<file path="src/rtl/pfs_pkg.sv">
// Package with the constants and types shared by the fiber scheduler files.
package pfs_pkg;

    localparam int MaxFibers = 16;
    localparam int PrioBits  = 8;
    localparam int IdW       = 4;
    localparam int CntW      = 5;

    typedef enum logic [1:0] {
        ST_SUSPENDED = 2'd0,
        ST_READY     = 2'd1,
        ST_RESUMED   = 2'd2,
        ST_CURRENT   = 2'd3
    } t_fstate;

    typedef enum logic [1:0] {
        MODE_RESUME  = 2'd0,
        MODE_SUSPEND = 2'd1,
        MODE_SPAWN   = 2'd2,
        MODE_NONE    = 2'd3
    } t_mode;

    typedef enum logic [3:0] {
        S_CLEAR,
        S_IDLE,
        S_RDTGT,
        S_TGT,
        S_SCAN_RD,
        S_SCAN,
        S_CMP,
        S_SHIFT_RD,
        S_SHIFT,
        S_POP_RD,
        S_POP,
        S_POPSH_RD,
        S_POPSH,
        S_DONE
    } t_state;

endpackage

</file>
<file path="src/rtl/priority_fiber_scheduler.sv">
// Fiber scheduler top level: fiber table and ordered ready queue in memories.
//  channel | signals                                             | dir
//  command | i_start, o_busy, i_mode, i_fiber_id, i_priority_req | in (o_busy out)
//  result  | o_valid, o_current_fiber, o_switched, o_empty_error,| out
//          | o_ready_count                                       |
// The ordered insert walks the queue memory one entry at a time and the pop
// shifts it one entry at a time.
// After reset a clearing pass sweeps the fiber table while
// busy is high. The result strobe lasts one cycle; the receiver cannot stall.
module priority_fiber_scheduler
    import pfs_pkg::*;
(
    input  logic                i_clk,
    input  logic                i_rst_n,
    input  logic                i_start,
    output logic                o_busy,
    input  logic [1:0]          i_mode,
    input  logic [IdW-1:0]      i_fiber_id,
    input  logic [7:0]          i_priority_req,
    output logic                o_valid,
    output logic [IdW-1:0]      o_current_fiber,
    output logic                o_switched,
    output logic                o_empty_error,
    output logic [CntW-1:0]     o_ready_count
);

    // Fiber table: state and priority per entry.
    logic [PrioBits+1:0] r_ftab [MaxFibers];
    logic [IdW-1:0]      r_qmem [MaxFibers];

    t_state r_st, n_st;
    logic [IdW-1:0]  r_id, n_id;
    logic [1:0]      r_mode, n_mode;
    logic [PrioBits-1:0] r_prio, n_prio;
    logic [IdW-1:0]  r_run, n_run;
    logic [CntW-1:0] r_len, n_len;
    logic [CntW-1:0] r_pos, n_pos;
    logic [CntW-1:0] r_k, n_k;
    logic [IdW-1:0]  r_held, n_held;
    logic            r_sw, n_sw, r_err, n_err;

    // Memory ports.
    logic                ft_we;
    logic [IdW-1:0]      ft_wa, ft_ra;
    logic [PrioBits+1:0] ft_wd, ft_rd;
    logic                q_we;
    logic [IdW-1:0]      q_wa, q_ra, q_rd;
    logic [IdW-1:0]      q_wd;

    always_ff @(posedge i_clk) begin
        if (ft_we) begin
            r_ftab[ft_wa] <= ft_wd;
        end
        ft_rd <= r_ftab[ft_ra];
        if (q_we) begin
            r_qmem[q_wa] <= q_wd;
        end
        q_rd <= r_qmem[q_ra];
    end

    logic [1:0]          rd_state;
    logic [PrioBits-1:0] rd_prio;
    assign rd_state = ft_rd[PrioBits+1:PrioBits];
    assign rd_prio  = ft_rd[PrioBits-1:0];

    always_ff @(posedge i_clk) begin
        if (!i_rst_n) begin
            r_st  <= S_CLEAR;
            r_run <= '0;
            r_len <= '0;
            r_k   <= '0;
        end else begin
            r_st  <= n_st;
            r_run <= n_run;
            r_len <= n_len;
            r_k   <= n_k;
        end
        r_id       <= n_id;
        r_mode     <= n_mode;
        r_prio     <= n_prio;
        r_pos      <= n_pos;
        r_held     <= n_held;
        r_sw       <= n_sw;
        r_err      <= n_err;
    end

    // Next state and datapath sequencing.
    always_comb begin
        n_st = r_st; n_id = r_id; n_mode = r_mode; n_prio = r_prio;
        n_run = r_run; n_len = r_len; n_pos = r_pos; n_k = r_k;
        n_held = r_held; n_sw = r_sw; n_err = r_err;
        ft_we = 1'b0; ft_wa = r_id; ft_wd = '0; ft_ra = r_id;
        q_we = 1'b0; q_wa = r_pos[IdW-1:0]; q_wd = r_id; q_ra = '0;
        case (r_st)
            S_CLEAR: begin
                ft_we = 1'b1;
                ft_wa = r_k[IdW-1:0];
                ft_wd = {ST_SUSPENDED, {PrioBits{1'b0}}};
                n_k   = r_k + 1'b1;
                if (r_k == CntW'(MaxFibers - 1)) begin
                    n_st = S_IDLE;
                end
            end
            S_IDLE: begin
                if (i_start) begin
                    n_mode = i_mode;
                    n_prio = i_priority_req[PrioBits-1:0];
                    n_sw = 1'b0; n_err = 1'b0;
                    n_id = (t_mode'(i_mode) == MODE_SUSPEND) ? r_run : i_fiber_id;
                    n_st = (t_mode'(i_mode) == MODE_NONE) ? S_DONE : S_RDTGT;
                end
            end
            S_RDTGT: begin
                ft_ra = r_id;
                n_st  = S_TGT;
            end
            S_TGT: begin
                ft_we = 1'b1;
                ft_wa = r_id;
                n_st  = S_DONE;
                if (t_mode'(r_mode) == MODE_SUSPEND) begin
                    if (t_fstate'(rd_state) == ST_RESUMED) begin
                        ft_wd  = {ST_READY, rd_prio};
                        n_prio = rd_prio;
                        n_pos  = '0;
                        n_st   = (r_len >= CntW'(MaxFibers)) ? S_POP_RD : S_SCAN_RD;
                    end else begin
                        ft_wd = {ST_SUSPENDED, rd_prio};
                        n_st  = S_POP_RD;
                    end
                end else begin
                    if (t_mode'(r_mode) == MODE_RESUME) begin
                        n_prio = rd_prio;
                    end
                    if (t_fstate'(rd_state) == ST_SUSPENDED) begin
                        ft_wd = {ST_READY, n_prio};
                        n_pos = '0;
                        if (r_len < CntW'(MaxFibers)) begin
                            n_st = S_SCAN_RD;
                        end
                    end else begin
                        ft_wd = {ST_RESUMED, n_prio};
                    end
                end
            end
            S_SCAN_RD: begin
                if (r_pos == r_len) begin
                    n_k  = r_len;
                    n_st = S_SHIFT_RD;
                end else begin
                    q_ra = r_pos[IdW-1:0];
                    n_st = S_SCAN;
                end
            end
            S_SCAN: begin
                ft_ra = q_rd;
                n_st  = S_CMP;
            end
            S_CMP: begin
                // Priority of the queue entry is now on the table port.
                if (rd_prio <= r_prio) begin
                    n_pos = r_pos + 1'b1;
                    n_st  = S_SCAN_RD;
                end else begin
                    n_k  = r_len;
                    n_st = S_SHIFT_RD;
                end
            end
            S_SHIFT_RD: begin
                if (r_k == r_pos) begin
                    q_we  = 1'b1;
                    q_wa  = r_pos[IdW-1:0];
                    q_wd  = r_id;
                    n_len = r_len + 1'b1;
                    n_st  = (t_mode'(r_mode) == MODE_SUSPEND) ? S_POP_RD : S_DONE;
                end else begin
                    q_ra = IdW'(r_k - 1'b1);
                    n_st = S_SHIFT;
                end
            end
            S_SHIFT: begin
                q_we = 1'b1;
                q_wa = r_k[IdW-1:0];
                q_wd = q_rd;
                n_k  = r_k - 1'b1;
                n_st = S_SHIFT_RD;
            end
            S_POP_RD: begin
                q_ra = '0;
                if (r_len == '0) begin
                    n_err = 1'b1;
                    n_st  = S_DONE;
                end else begin
                    n_st = S_POP;
                end
            end
            S_POP: begin
                n_held = q_rd;
                ft_ra  = q_rd;
                n_k    = 5'd1;
                n_st   = S_POPSH_RD;
            end
            S_POPSH_RD: begin
                if (r_k == r_len) begin
                    ft_we = 1'b1;
                    ft_wa = r_held;
                    ft_wd = {ST_CURRENT, rd_prio};
                    n_len = r_len - 1'b1;
                    if (r_held != r_id) begin
                        n_run = r_held;
                        n_sw  = 1'b1;
                    end
                    n_st = S_DONE;
                end else begin
                    ft_ra = r_held;
                    q_ra  = r_k[IdW-1:0];
                    n_st  = S_POPSH;
                end
            end
            S_POPSH: begin
                ft_ra = r_held;
                q_we  = 1'b1;
                q_wa  = IdW'(r_k - 1'b1);
                q_wd  = q_rd;
                n_k   = r_k + 1'b1;
                n_st  = S_POPSH_RD;
            end
            S_DONE: begin
                n_k  = '0;
                n_st = S_IDLE;
            end
            default: n_st = S_IDLE;
        endcase
    end

    // Outputs.
    always_comb begin
        o_busy          = (r_st != S_IDLE);
        o_valid         = (r_st == S_DONE);
        o_current_fiber = r_run;
        o_switched      = r_sw;
        o_empty_error   = r_err;
        o_ready_count   = r_len;
    end

endmodule

</file>
<file path="config.mk">
export PLATFORM = sky130hd
export DESIGN_NAME = priority_fiber_scheduler
export DESIGN_NICKNAME = d
export VERILOG_FILES = /design/src/rtl/pfs_pkg.sv /design/src/rtl/priority_fiber_scheduler.sv
export SDC_FILE = /design/constraint.sdc
export NUM_CORES = 1
export LEC_CHECK = 0
export BUFFER_PORTS_ARGS = -buffer_cell sky130_fd_sc_hd__buf_2
export CORE_MARGIN = 2
export CORE_UTILIZATION = 44
export DETAILED_ROUTE_END_ITERATION = 10
export PLACE_DENSITY = 0.68
export SLEW_MARGIN = 20
export SYNTH_ARGS = -nofsm -noshare
export SYNTH_HDL_FRONTEND = slang
export SYNTH_SLANG_ARGS = --single-unit
</file>
<file path="constraint.sdc">
create_clock -name i_clk -period 4.7 [get_ports i_clk]
set_input_delay 0.47 -clock i_clk [delete_from_list [all_inputs] [get_ports i_clk]]
set_output_delay 0.47 -clock i_clk [all_outputs]
set_load 0.1 [all_outputs]
</file>
======== Yosys cells after proc, flatten, opt, wreduce, memory -nomap -nowiden ========
Memories as Yosys holds them, arrays and structs flattened. A register that Yosys moved wholly into a read port is not among the register bits.
Cells that the tools add are included.
word-level totals
  flip-flop bits (word level) ............. 43
  memory bits (writable) .................. 224
  output and inout bits ................... 13
  word-level logic and storage cells ...... 140
  memories kept ........................... 2
operators by class
  $add $sub $neg .......................... 5
  magnitude comparators ................... 3
  equal/unequal tests ..................... 34
  multiplexer cells ....................... 61
  reduce and logical (&&, ||, !) cells .... 24
memories
  memory  words  bits a word  rd ports  clocked after Yosys merged registers in  write ports  RTL line                        RTL
  r_ftab  16     10           1         1                                        1            priority_fiber_scheduler.sv:28  logic [PrioBits+1:0] r_ftab [MaxFibers];
  r_qmem  16     4            1         1                                        1            priority_fiber_scheduler.sv:29  logic [IdW-1:0] r_qmem [MaxFibers];
operators with widths
  cell                                                                    number
  4-bit 2-to-1 mux                                                        15
  4-bit case mux with 12 select lines                                     1
  5-bit 2-to-1 mux                                                        8
  8-bit 2-to-1 mux                                                        4
  10-bit 2-to-1 mux                                                       3
  5-bit case mux with 6 select lines                                      1
  4-bit equality test (second input constant)                             6
  4-bit case mux with 3 select lines                                      2
  10-bit case mux with 2 select lines                                     1
  5-bit case mux with 2 select lines                                      2
  2-bit inequality test (second input constant)                           9
  4-bit by 3-bit equality test with 1-bit output (second input constant)  4
  4-bit case mux with 2 select lines                                      2
  8-bit case mux with 2 select lines                                      1
  5-bit by 1-bit adder with 5-bit output (second input constant)          3
  5-bit equality test                                                     3
  3-bit AND reduction                                                     5
  1-bit 2-to-1 mux                                                        11
  2-bit nonzero test                                                      5
  2-bit OR reduction                                                      5
  5-bit by 1-bit subtractor with 5-bit output (second input constant)     2
  3-bit 2-to-1 mux                                                        3
  9-bit 2-to-1 mux                                                        1
  4-bit by 2-bit equality test with 1-bit output (second input constant)  2
  18 further kinds                                                        28

======== Depth between registers and ports, before layout ========
Gate-level depths: netlist of run 1.
  depth after elaboration ................. 5
  depth in mapped cells ................... 11
  gate-level depth less buffers ........... 9

======== Worst setup path before layout of run 1 ========
No wires, ideal clock.
  kind .................................... register to register
  start point ............................. reg r_len[4] (netlist: o_ready_count[4])
  end point ............................... mem r_ftab[1][0] (netlist name), enable pin
  library setup time ...................... 0.376 ns
  arrival ................................. 3.225 ns
  required time ........................... 4.324 ns
  path slack .............................. 1.099 ns
  cell stages (with the launch flop) ...... 11
  buffers on the path ..................... 3
  cell sequence ........................... dfxtp_1 > buf_6 > xor2_1 > or2_1 > buf_2 > nor3_4 > buf_2 > nor2_1 > a21o_1 > or2_2 > nor2_1
between the ends
  word-level cells in the longest chain between the ends .. 5
  elaborated cells on any way between the ends .. 7
  those cells by class .................... eq/ne (1); mux (6)
ends and longest elaborated chain
  element                                 RTL line                         RTL
  from (decl)                             priority_fiber_scheduler.sv:36   logic [CntW-1:0] r_len, n_len;
  from (signal assigned)                  priority_fiber_scheduler.sv:75   r_len <= n_len;
  5-bit equality test *                   priority_fiber_scheduler.sv:204  if (r_k == r_len) begin
  1-bit 2-to-1 mux                        priority_fiber_scheduler.sv:204
  1-bit case mux with 2 select lines      priority_fiber_scheduler.sv:94   case (r_st)
  1-bit 2-to-1 mux                        priority_fiber_scheduler.sv:51   if (ft_we) begin
  1-bit 2-to-1 mux (implied by the code)  priority_fiber_scheduler.sv:52   r_ftab[ft_wa] <= ft_wd;
  to (decl)                               priority_fiber_scheduler.sv:28
Every way passes the cells marked *; elsewhere a longest branch is shown, timed or not.

======== Worst setup path after layout of run 1 ========
  start point ............................. reg r_st[0]
  end point ............................... reg ft_rd[1] (read register of r_ftab)
between the ends
  word-level cells in the longest chain between the ends .. 3
  elaborated cells on any way between the ends .. 6
  those cells by class .................... eq/ne (4); mux (1); reduce/logical (1)
ends and longest elaborated chain
  element                                                                                RTL line                        RTL
  from (decl)                                                                            priority_fiber_scheduler.sv:31  t_state r_st, n_st;
  from (signal assigned)                                                                 priority_fiber_scheduler.sv:73  r_st <= n_st;
  4-bit equality test or 4-bit by 3-bit equality test with 1-bit output (tied branches)  priority_fiber_scheduler.sv:94
  2-bit OR reduction (no source line)                                                    n/a
  4-bit case mux with 3 select lines *                                                   priority_fiber_scheduler.sv:94
  to (decl)                                                                              priority_fiber_scheduler.sv:45  logic [PrioBits+1:0] ft_wd, ft_rd;
Marked as above.
A chain may end at the register's enable or synchronous reset.

==> out/qor.csv, run 1 <==
stage;metric;value;unit
clock_network;cts.clk_slew.worst_paths;60;ps
pwr;power_density;349;mW/mm^2
yosys;ys_seq_area_frac;0.625;
sta;report.final.hold_viol_count;0;
clock_network;cts_made_buffers;28;
critical_path;criticalPathCategory;flip-flop to flip-flop;
sta;maxSlewViolCount;0;
floorplanning;fp-row-count;62;
finish;final_cells;1428;
status;status;complete, no violations;
sta;post-route-period-util;0.787;
yosys;synth_seq_cells;281;
clock_network;clk_latency;550;ps
grt;grtUsageMet2;0.307;
grt;grt_pass1_vias;8174;
clock_network;htreeDepth;1;
floorplanning;num_io_pins;30;
critical_path;cp_max_fo;80;
place;pre_cts_slack;1080;ps
grt;grt_use_met3;0.0264;
finish;drive_above_1_share;0.133;
grt;antenna_found_initial;0;
place;gp_congestion;0.908;
yosys;async_flop_share;0;
pwr;seqPwrFrac;0.549;
drt;routed_wl;29500;um
finish;antenna_cells;0;
drt;wl_per_cell;20.7;um
place;dp_hpwl;19900;um
clock_network;ctsResizeCount;0;
critical_path;cp.required;5120;ps
finish;num-nets-final;1055;
sta;relSlewSlack;0.368;
critical_path;path_cells;nor2b_4 -> o2bb2ai_1 -> a221o_1 -> a221oi_4 -> buf_12 -> mux2i_1 -> o22ai_1 -> or4_1;
clock_network;clk_path_buf_depth;3;
drt;via_count;8499;
pwr;power.leakage;5.19;nW
grt;grt_usage;0.193;
place;numPortBuffers;29;
pwr;p_comb_frac;0.035;
finish;mostFrequentLayoutCell;edfxtp_1;
yosys;synth_cell_types;72;
finish;synthToLayoutAreaGrowth;11.6;%
sta;tightest_slew;948;ps
yosys;synth_ff_type;edfxtp_1;
floorplanning;die_area;0.0309;mm^2
drt;drt_iter0_markers;760;
sta;tns;0;ps
yosys;yosysWarnings;0;
sta;fin_ws;1000;ps
critical_path;worstPathArrival;4120;ps
yosys;postSynthAreaPerCell;13.1;um^2
pwr;vdd_drop_max;0.249;mV
drt;route.detailed.drc;0;
pwr;intPower;3.97;mW
hold_path;hold_path.class;primary input to flip-flop;
pwr;switching_share;0.214;
place;dp.cells;1376;
critical_path;cp_slowest_stage_delay;870;ps
floorplanning;initial_core_util;0.450;
floorplanning;coreArea;0.0289;mm^2
run;max-cap-violations;0;
clock_network;cts_hold_buf;0;
finish;layout_common_cells;edfxtp_1 (249), mux2i_1 (93), nor2_1 (76), nand2_1 (51), o22ai_1 (41);
sta;finalSetupViolCount;0;
sta;finalClockSkew;13.4;ps
sta;period_needed;3700;ps
grt;grt_first_pass_wirelength;46900;um
critical_path;endpoint_kind;flip-flop;
critical_path;startpoint_type;flip-flop;
grt;grt.busiest_layer;met2;
clock_network;cts_root_buf;clkbuf_16;
floorplanning;dieHeight;176;um
sta;timing.fmax;270;MHz
grt;gr-usage-met1;0.283;
clock_network;cts.sinks;281;
clock_network;cts_setup_buffers;0;
yosys;syn_inst;988;
finish;nFillCells;2434;
sta;rsz0062_at_grt;false;
pwr;p_switching;1.08;mW
yosys;synth_edf_count;249;
yosys;netlist_area;0.0130;mm^2
grt;grt_overflow;0;
yosys;syn_nets;1021;
drt;firstDrtPassIters;5;
floorplanning;die_w;176;um
grt;grt_max_degree;81;
critical_path;crit_slowest_cell;dfxtp_1;
drt;antenna_left;0;
pwr;power.share.clock;0.416;
drt;drt-vias-per-instance;5.95;
clock_network;cts_tree;done;
-- final cells by class --
class / count / area, um^2 / area share
multi-input cells: 629 / 4550 / 0.314
inverters: 26 / 97.6 / 0.00674
well taps: 384 / 480 / 0.0332
clock buffers: 29 / 704 / 0.0486
repair buffers: 56 / 360 / 0.0249
clock inverters: 23 / 178 / 0.0123
flip-flops and latches: 281 / 8120 / 0.560
-- final timing paths --
check / startpoint / endpoint / slack, ps / cells after the start
max reg2reg: r_st[0] / ft_rd[1] / 1000 / 8
min: i_mode[1] / r_mode[1] / 160 / 1
min reg2reg: q_rd[1] / r_held[1] / 510 / 0
max: r_st[0] / ft_rd[1] / 1000 / 8
-- state kept, by name, indices dropped and copies added (netlist names) --
signal,flops
r_pos,5
r_prio,8
r_ftab,160
r_st,4
o_current_fiber,4
q_rd,4
o_ready_count,5
o_switched,1
r_id,4
ft_rd,10
o_empty_error,1
r_k,5
r_qmem,64
r_mode,2
r_held,4
-- layer usage --
metal / routed length (um) / vias up
met5: 0 / -
met4: 583 / 0
met3: 1940 / 45
met2: 13500 / 306
met1: 13400 / 4204
li1: - / 3944
-- cell usage after synthesis, types with 11 or more instances --
cell,instances,area share
o31ai_1,11,0.0064
clkbuf_1,31,0.0090
xnor2_1,17,0.011
ha_1,15,0.014
edfxtp_1,249,0.58
xor2_1,13,0.0088
mux2i_1,93,0.072
nand2b_1,12,0.0058
o21ai_0,24,0.0092
a311oi_1,12,0.0081
o22ai_1,41,0.020
nand2_1,51,0.015
dfxtp_1,32,0.049
a31oi_1,12,0.0058
inv_1,23,0.0066
nand4_1,11,0.0053
a211oi_1,12,0.0069
a21oi_1,33,0.013
a22o_1,19,0.013
a21o_1,11,0.0064
nor2_1,76,0.022
-- kinds of logic (layout without fill, tap and decap cells) --
group,count (synthesis),after routing,share of synthesized area
DFF,281,281,0.625
and+or+nand+nor,238,238,0.0960
muxes,101,101,0.0786
adders and majority gates,16,16,0.0160
xor gates and xnor gates,30,30,0.0202
buffers and inverters,78,134,0.0276
AOI/OAI and AO/OA,244,244,0.137
-- worst max-delay path, delay by kind of cell, from the launching register on --
kind	cells	cell delay (ps)
AOI/OAI and AO/OA	4	960
buffers and inverters	1	480
DFF	1	870
muxes	1	330
and+or+nand+nor	2	850
-- per-stage QoR --
stage | hold WS (ps) | power [mW] | cell area (um^2) | util
after floorplan | 439 | 2.94 | 13000 | -
after global placement | 496 | 3.00 | 13600 | 0.471
after detailed placement | 495 | 3.00 | 13600 | 0.471
after CTS | 144 | 5.10 | 14500 | 0.502
after global routing | 153 | 5.22 | 14500 | 0.502
final | 164 | 5.06 | 14500 | 0.502
-- power by group through the flow --
stage	registers, mW	logic [mW]	clock network (mW)
after floorplan	2.81	0.125	0
after global placement	2.83	0.171	0
after detailed placement	2.83	0.174	0
after CTS	2.78	0.175	2.15
after global routing	2.78	0.193	2.25
final	2.78	0.175	2.10
(Power assumes the default switching activity.)
==> inputs of run 2 (changes only) <==
- PLACE_DENSITY: 0.68 -> 0.71
- clock period: 4.7 -> 3.4 ns (I/O delays scaled with it)
==> run 2 against run 1 <==
  * Setup slack worse by 810 ps
  * Largest cell class unchanged
  * Critical path depth up 1
  * Via count up 2.3%
  * Clock-buffer cell count up 8
==> out/qor.csv, run 2 (synthesis gave the netlist of run 1 again) <==
stage;metric;value;unit
drt;route.detailed.drc;0;
clock_network;htreeDepth;1;
grt;grt_max_degree;36;
drt;wl_per_cell;20.6;um
floorplanning;num_io_pins;30;
clock_network;ctsResizeCount;0;
floorplanning;coreArea;0.0289;mm^2
run;max-cap-violations;0;
place;numPortBuffers;29;
floorplanning;fp-row-count;62;
drt;antenna_left;0;
pwr;intPower;5.50;mW
clock_network;cts.sinks;281;
floorplanning;initial_core_util;0.450;
critical_path;cp_max_fo;35;
sta;finalClockSkew;22.5;ps
drt;routed_wl;30000;um
sta;whs;21.4;ps
sta;period_needed;3210;ps
critical_path;criticalPathCategory;flip-flop to flip-flop;
place;dp.cells;1404;
finish;synthToLayoutAreaGrowth;13.2;%
pwr;seqPwrFrac;0.547;
pwr;switching_share;0.212;
finish;utilization;0.510;
grt;antenna_found_initial;0;
place;dpl_cell_area;0.0138;mm^2
drt;drt-vias-per-instance;5.97;
clock_network;cts_setup_buffers;0;
finish;layout_common_cells;edfxtp_1 (249), mux2i_1 (93), nor2_1 (76), buf_4 (53), nand2_1 (51);
clock_network;cts_root_buf;clkbuf_16;
drt;firstDrtPassIters;5;
clock_network;clk_path_buf_depth;3;
floorplanning;die_area;0.0309;mm^2
grt;grt_pass1_vias;8433;
grt;grt_overflow;0;
sta;maxSlewViolCount;0;
finish;largestRegisters;r_ftab (160), r_qmem (64), ft_rd (10);
status;status;complete, no violations;
clock_network;cts.clk_slew.worst_paths;60;ps
place;dp_hpwl;20500;um
clock_network;clk_latency;560;ps
sta;finalSetupViolCount;0;
finish;final_cells;1456;
pwr;power;6.98;mW
sta;rsz0062_at_grt;false;
pwr;power.leakage;5.33;nW
place;gp_congestion;0.941;
finish;final_area;0.0147;mm^2
clock_network;cts_hold_buf;0;
finish;antenna_cells;0;
clock_network;cts_made_buffers;28;
sta;relSlewSlack;0.396;
hold_path;hold_path_depth;1;
critical_path;rrSetupSlack;190;ps
sta;fin_ws;193;ps
critical_path;worstPathArrival;3630;ps
sta;tightest_slew;901;ps
critical_path;reg2reg_depth;9;
sta;report.final.hold_viol_count;0;
finish;largest_register_ff_count;160;
drt;drt_iter0_markers;836;
floorplanning;die_w;176;um
grt;grt_usage;0.193;
pwr;p_comb_frac;0.039;
sta;post-route-period-util;0.943;
critical_path;endpoint_kind;flip-flop;
place;pre_cts_slack;246;ps
finish;drive_above_1_share;0.158;
pwr;power_density;475;mW/mm^2
hold_path;hold_path.class;primary input to flip-flop;
finish;num-nets-final;1083;
finish;mostFrequentLayoutCell;edfxtp_1;
critical_path;cp.required;3820;ps
sta;tns;0;ps
critical_path;startpoint_type;flip-flop;
pwr;vdd_drop_max;0.305;mV
clock_network;cts_tree;done;
drt;via_count;8696;
sta;timing.fmax;312;MHz
pwr;p_switching;1.48;mW
pwr;power.share.clock;0.414;
floorplanning;dieHeight;176;um
grt;grt_first_pass_wirelength;47200;um
finish;regMostFlops;r_ftab;
[run 2: cell types whose count changed in the layout (fill, tap and decap cells not counted), moves of 3 or more]
cell	previous run	this run
inv_6	3	0
buf_4	26	53
clkbuf_1	1	9
dfxtp_2	0	5
dfxtp_1	32	27
[run 2: power groups by stage]
stage          clock network, mW  registers [mW]  logic, mW
6_report                    2.89            3.82      0.271
5_1_grt                     3.08            3.83      0.297
4_1_cts                     2.93            3.82      0.270
3_5_place_dp                   0            3.89      0.268
3_3_place_gp                   0            3.89      0.264
2_1_floorplan                  0            3.89      0.172
[run 2: worst max-delay path: stages, from the launching register on]
cell       delay [ps]
dfxtp_1           500
nor2b_4           290
o2bb2ai_1         160
a221o_1           410
a221oi_4          240
buf_12            290
buf_4             270
mux2i_1           230
o22ai_1           140
or4_1             500
[run 2: path summary, 6_finish.rpt]
kind | from | to
min | i_mode[1] | r_mode[1]
min reg2reg | q_rd[0] | r_held[0]
max | r_st[0] | ft_rd[2]
max reg2reg | r_st[0] | ft_rd[2]
[run 2: final cells by class]
cell class	count	area, um^2
clock buffer	37	734
sequential	281	8120
timing repair buffer	84	583
inverter	26	97.6
fill	2469	14200
multi-input combinational	629	4550
clock inverter	15	134
tap	384	480
[run 2: metal layers]
metal	global-route usage	share of wire
met1	0.277	0.43
met2	0.306	0.46
met3	0.0264	0.085
met4	0.0627	0.027
met5	0	0
